`config.mk`:
```
export PLATFORM = sky130hd
export DESIGN_NAME = rse_alu
export DESIGN_NICKNAME = d
export VERILOG_FILES = /design/src/design/rse_pkg.sv /design/src/design/rse_alu.sv
export SDC_FILE = /design/constraint.sdc
export NUM_CORES = 2
export LEC_CHECK = 0
export BUFFER_PORTS_ARGS = -buffer_cell sky130_fd_sc_hd__buf_2
export CAP_MARGIN = 0
export CORE_ASPECT_RATIO = 1.5
export CORE_UTILIZATION = 40
export DETAILED_ROUTE_END_ITERATION = 7
export PLACE_DENSITY = 0.53
export SETUP_SLACK_MARGIN = 0.02
export SLEW_MARGIN = 0
export SYNTH_ARGS = -nofsm -noshare
export SYNTH_HDL_FRONTEND = slang
export SYNTH_SLANG_ARGS = --single-unit
```
`constraint.sdc`:
```
create_clock -name clk -period 13 [get_ports clk]
set_clock_uncertainty 0.1 [all_clocks]
set_input_delay 0.65 -clock clk [delete_from_list [all_inputs] [get_ports clk]]
set_output_delay 0.65 -clock clk [all_outputs]
set_load 0.01 [all_outputs]
```
`src/design/rse_pkg.sv`:
```
`default_nettype none
// ----------------------------------------------------------------------------
// rse_pkg
// Shared types and constants for the RPN stack evaluator.
// ----------------------------------------------------------------------------
package rse_pkg;

	localparam int unsigned DEFAULT_STACK_DEPTH = 128;
	localparam int unsigned VAL_W = 64;

	typedef enum logic [2:0] {
		FUNC_PUSH = 3'd0,
		FUNC_ADD  = 3'd1,
		FUNC_SUB  = 3'd2,
		FUNC_MUL  = 3'd3,
		FUNC_DIV  = 3'd4
	} func_t;

	localparam logic [2:0] ST_OK        = 3'd0;
	localparam logic [2:0] ST_INVALID   = 3'd1;
	localparam logic [2:0] ST_OVERFLOW  = 3'd2;
	localparam logic [2:0] ST_UNDERFLOW = 3'd3;
	localparam logic [2:0] ST_SAT       = 3'd4;

	localparam logic [63:0] MAX_POS = 64'h7FFF_FFFF_FFFF_FFFF;
	localparam logic [63:0] MIN_NEG = 64'h8000_0000_0000_0000;

	typedef enum logic [3:0] {
		S_IDLE, S_READ_Y, S_READ_X, S_CALC, S_MUL, S_DIV, S_WRITE, S_OUT
	} state_t;

	// input word: one token
	typedef struct packed {
		logic [2:0]  func;
		logic [63:0] push_value;
	} token_t;

	// output word: stack after the token
	typedef struct packed {
		logic [63:0] top_value;
		logic        is_empty;
		logic [7:0]  depth;
		logic [2:0]  status;
	} stack_view_t;

	typedef struct packed {
		logic        start;
		logic [2:0]  func;
		logic [63:0] x;
		logic [63:0] y;
	} alu_req_t;

	typedef struct packed {
		logic        done;
		logic        sat;
		logic [63:0] result;
	} alu_rsp_t;

endpackage
`default_nettype wire

```
`src/design/rse_alu.sv`:
```
`default_nettype none
// ----------------------------------------------------------------------------
// rse_alu
// Shared iterative Q32.32 arithmetic: multiply as four 32x32 partial
// products, divide by restoring radix-2 over 128 steps.
// ----------------------------------------------------------------------------
module rse_alu (
	input  wire logic              clk,
	input  wire logic              arst_n,
	input  wire rse_pkg::alu_req_t req,
	output rse_pkg::alu_rsp_t      rsp
);

	typedef enum logic [1:0] {A_IDLE, A_MUL, A_DIV, A_FIN} astate_t;

	astate_t      st_q;
	logic [63:0]  a_q, b_q;
	logic         neg_q;
	logic [127:0] acc_q;
	logic [1:0]   pp_q;
	logic [6:0]   cnt_q;
	logic [127:0] num_q;
	logic [63:0]  rem_q;
	logic [63:0]  quo_q;
	logic         big_q;
	logic         is_div_q;

	logic [63:0] mag_x, mag_y;
	logic [31:0] pa, pb;
	logic [63:0] pp;
	logic [127:0] pp_sh;
	logic [63:0] rem_sh;
	logic        carry;
	logic        ge;
	logic [63:0] mag;
	logic        big;
	logic [63:0] sres;
	logic        ssat;

	assign mag_x = req.x[63] ? (64'd0 - req.x) : req.x;
	assign mag_y = req.y[63] ? (64'd0 - req.y) : req.y;

	always_comb begin
		pa = pp_q[1] ? a_q[63:32] : a_q[31:0];
		pb = pp_q[0] ? b_q[63:32] : b_q[31:0];
		pp = 64'(pa) * 64'(pb);
		pp_sh = 128'(pp) << ({6'd0, pp_q[1]} + {6'd0, pp_q[0]}) * 7'd32;
		carry = rem_q[63];
		rem_sh = {rem_q[62:0], num_q[127]};
		ge = carry || (rem_sh >= b_q);
	end

	always_comb begin
		if (is_div_q) begin
			mag = quo_q;
			big = big_q;
		end else begin
			mag = acc_q[95:32];
			big = acc_q[127:96] != 32'd0;
		end
		ssat = 1'b0;
		if (neg_q) begin
			if (big || mag > rse_pkg::MIN_NEG) begin
				ssat = 1'b1;
				sres = rse_pkg::MIN_NEG;
			end else begin
				sres = 64'd0 - mag;
			end
		end else begin
			if (big || mag > rse_pkg::MAX_POS) begin
				ssat = 1'b1;
				sres = rse_pkg::MAX_POS;
			end else begin
				sres = mag;
			end
		end
	end

	always_ff @(posedge clk or negedge arst_n) begin
		if (!arst_n) begin
			st_q     <= A_IDLE;
			rsp      <= '0;
			a_q      <= '0;
			b_q      <= '0;
			neg_q    <= 1'b0;
			acc_q    <= '0;
			pp_q     <= 2'd0;
			cnt_q    <= 7'd0;
			num_q    <= '0;
			rem_q    <= '0;
			quo_q    <= '0;
			big_q    <= 1'b0;
			is_div_q <= 1'b0;
		end else begin
			rsp.done <= st_q == A_FIN;
			unique case (st_q)
				A_IDLE: begin
					if (req.start) begin
						a_q      <= mag_x;
						b_q      <= mag_y;
						neg_q    <= req.x[63] ^ req.y[63];
						acc_q    <= '0;
						pp_q     <= 2'd0;
						cnt_q    <= 7'd0;
						num_q    <= {32'd0, mag_x, 32'd0};
						rem_q    <= '0;
						quo_q    <= '0;
						big_q    <= 1'b0;
						is_div_q <= req.func == rse_pkg::FUNC_DIV;
						st_q     <= (req.func == rse_pkg::FUNC_DIV) ? A_DIV : A_MUL;
					end
				end
				A_MUL: begin
					acc_q <= acc_q + pp_sh;
					pp_q  <= pp_q + 2'd1;
					if (pp_q == 2'd3) st_q <= A_FIN;
				end
				A_DIV: begin
					num_q <= {num_q[126:0], 1'b0};
					if (ge) begin
						rem_q <= rem_sh - b_q;
						if (!cnt_q[6]) big_q <= 1'b1;
					end else begin
						rem_q <= rem_sh;
					end
					if (cnt_q[6]) quo_q <= {quo_q[62:0], ge};
					cnt_q <= cnt_q + 7'd1;
					if (cnt_q == 7'd127) st_q <= A_FIN;
				end
				A_FIN: begin
					rsp.sat    <= ssat;
					rsp.result <= sres;
					st_q       <= A_IDLE;
				end
				default: st_q <= A_IDLE;
			endcase
		end
	end

endmodule
`default_nettype wire

```
==> impl_metrics.py <==
metrics = {
    "run_status": {
        "status": "completed",
    },
    "finish": {
        "finish.utilization_pct": 45.70,
        "design_area_um2": 82450,
        "drive_above_1_share_pct": 12.09,
        "syn_to_final_growth_pct": 13.61,
        "nFillCells": 18030,
        "fin_nets": 10470,
    },
    "synthesis": {
        "synth_fp_nets": 10120,
        "ys_ff_latch": 560,
        "yosysWarnings": 0,
        "synth-edff-count": 0,
        "async_flop_share_pct": 100.0,
        "synth.distinct_cells": 81,
        "synth.avg_cell_area_um2": 8.414,
        "ys.flop_type": "dfrtp_1",
        "synth.yosys.seq_area_share_pct": 19.31,
        "synthesis.area_um2": 72570,
        "synthCells": 8625,
    },
    "setup_path": {
        "cpPeakStageDelay_ns": 0.72,
        "worstPathMaxFanout": 24,
        "worst_r2r_endpoint": "acc_q[120]",
        "crit_end": "acc_q[120]",
        "startpoint_type": "register",
        "crit_path_start": "pp_q[0]",
        "crit_top_cell": "fa_1",
        "r2r-start": "pp_q[0]",
        "path_class": "register to register",
        "worstPathRequired_ns": 13.42,
        "crit_path_end_kind": "register",
        "cp.arrival_ns": 13.09,
        "cp_slowest_cell": "fa_1",
        "rrSetupSlack_ns": 0.33,
        "reg2regPathDepth": 42,
    },
    "drt": {
        "wl_mm": 305.0,
        "first_iter_violations": 4330,
        "routedWlPerCell_um": 26.65,
        "antenna_left": 0,
        "drt_pass1_iterations": 6,
        "drc": 0,
        "viasPerCell": 5.631,
        "vias": 64430,
    },
    "clock_network": {
        "clock_sinks": 560,
        "clk_pin_slew_worst_paths_ns": 0.08,
        "clock_path_buffers": 3,
        "cts_max_level": 3,
        "clock_latency_ns": 0.72,
        "cts_tree": "done",
        "cts_root_buffer": "clkbuf_16",
        "cts_buffers": 68,
    },
    "timing": {
        "worst_pin_slew_ns": 1.238,
        "slew_headroom_pct": 17.16,
        "final-setup-viol-count": 0,
        "finalHoldViolations": 0,
        "max_freq_mhz": 78.93,
        "period_minus_slack_ns": 12.67,
        "slew_violations": 0,
        "setup_ws_ns": 0.3304,
        "final.period_utilization_pct": 97.46,
        "rsz0062_at_grt": "no",
        "tns_ns": 0,
    },
    "run": {
        "drv_cap": 0,
    },
    "die": {
        "die-area_um2": 183200,
        "die_w_um": 349.8,
        "num_io_pins": 200,
        "die_h_um": 523.7,
        "rows": 191,
        "start_util_pct": 40.22,
        "core_um2": 180400,
    },
    "global_route": {
        "grt_pass1_vias": 67780,
        "groute.usage.overall_pct": 33.36,
        "grt_pass1_wl_mm": 443.7,
        "antenna_found_initial": 5,
        "grt_max_degree": 150,
        "grt_overflow": 0,
    },
    "placement": {
        "port_buffers": 199,
        "gp_congestion": 1.038,
        "place_area_um2": 79840,
        "post-place-ws_ns": 0.1180,
        "dp_hpwl_mm": 249.9,
    },
    "worst_hold_path": {
        "hp-class": "input port to register",
    },
}
-- cell type report --
type / instances / area, um^2 / area share, %
Antenna cell: 1 / 2.502 / 0.003035
Clock buffer: 85 / 1897 / 2.301
Clock inverter: 39 / 520.5 / 0.6313
Inverter: 986 / 3707 / 4.496
Multi-Input combinational cell: 6575 / 53300 / 64.64
Sequential cell: 560 / 14030 / 17.01
Tap cell: 2412 / 3018 / 3.660
Timing Repair Buffer: 784 / 5983 / 7.257
-- logic make-up after synthesis --
| group | count (synthesis) | synth area share (%) |
|---|---|---|
| adders and majority gates | 1361 | 32.75 |
| DFF | 560 | 19.31 |
| muxes | 214 | 3.074 |
| buffers and inverters | 1490 | 7.736 |
| AOI/OAI and AO/OA | 1887 | 16.35 |
| and+or+nand+nor | 2745 | 16.33 |
| xor gates and xnor gates | 368 | 4.441 |
-- per-stage QoR --
step,hold WS (ns),instances
final,0.1605,11440
after global routing,0.1725,11440
after CTS,0.1248,11430
after detailed placement,0.3669,11310
after global placement,0.3577,11310
after floorplan,0.2544,8625
-- layout by cell type, fill, tap and decap left out, drive strengths merged, types with 20 or more instances in the layout --
cell,n
o41ai,25
or2,28
nand4,103
xnor2,166
and3,38
a21o,236
or4,27
o21bai,48
a21oi,437
nand2b,35
o211a,22
xor2,202
dfrtp,560
nand3,86
nor3,79
mux2,71
o22ai,41
clkinv,20
buf,783
a22o,119
a22oi,22
nor2,962
fa,898
o21ai,593
o21a,62
nand2,1151
clkbuf,85
ha,463
a31oi,56
mux2i,143
nor4,24
o31ai,64
or3,57
inv,991
and2,62
a21boi,24
a211oi,31
nor2b,39
-- Yosys cell counts, types with 63 or more instances --
master	number	share of area, %
o21ai_0	566	3.9
clkbuf_1	456	2.4
nor2_1	962	5.0
nand3_1	86	0.59
xnor2_1	166	2.0
a22o_1	119	1.4
a21oi_1	437	3.0
dfrtp_1	560	19
mux2i_1	143	2.0
inv_1	985	5.1
mux2_2	71	1.1
ha_1	463	8.0
a21o_1	236	2.4
fa_1	898	25
nor3_1	79	0.54
nand4_1	103	0.89
xor2_1	202	2.4
nand2_1	1151	6.0
o31ai_1	63	0.65
-- state kept, by name (all words and copies together) (netlist names) --
| signal | flops |
|---|---|
| st_q | 2 |
| big_q | 1 |
| rsp | 66 |
| pp_q | 2 |
| b_q | 64 |
| quo_q | 64 |
| cnt_q | 7 |
| rem_q | 64 |
| acc_q | 128 |
| a_q | 64 |
| is_div_q | 1 |
| num_q | 96 |
| neg_q | 1 |
-- worst min path at each step --
stage / endpoint / cells past startpoint / slack (ns) / start
after floorplan: a_q[0] / 0 / 0.25 / arst_n
after global placement: rsp[6] / 1 / 0.36 / rsp[6]
after detailed placement: num_q[70] / 1 / 0.37 / num_q[70]
after CTS: a_q[32] / 4 / 0.12 / req[96]
after global routing: b_q[23] / 3 / 0.17 / req[23]
final: b_q[23] / 3 / 0.16 / req[23]
-- critical path: cells and delay by family (launching register included) --
family	cells	cell delay, ns
XOR/XNOR	2	0.32
AND/OR/NAND/NOR	2	0.34
AO/OA/AOI/OAI	21	4.80
buffers and inverters	7	1.43
adder cells (fa/ha/maj)	10	4.80
flip-flops	1	0.63
-- timing repair --
| item | CTS | global route |
|---|---|---|
| setup endpoints to repair | 0 | 35 |
| gates resized for setup | 0 | 23 |
| buffers inserted | 0 | 8 |
| hold buffers | 1 | 0 |
| hold endpoints to repair | 87 | 0 |
-- per-layer routing --
metal | routed length, um | GRT usage (%) | vias to the layer above
li1 | - | - | 29190
met3 | 14410 | 4.687 | 910
met2 | 154700 | 60.51 | 2188
met1 | 101600 | 32.76 | 32130
met4 | 34140 | 30.42 | 4
met5 | 29 | 0 | -
Power is not shown: default switching activity piles up to over one toggle a cycle in this logic, so the estimate is an artifact.
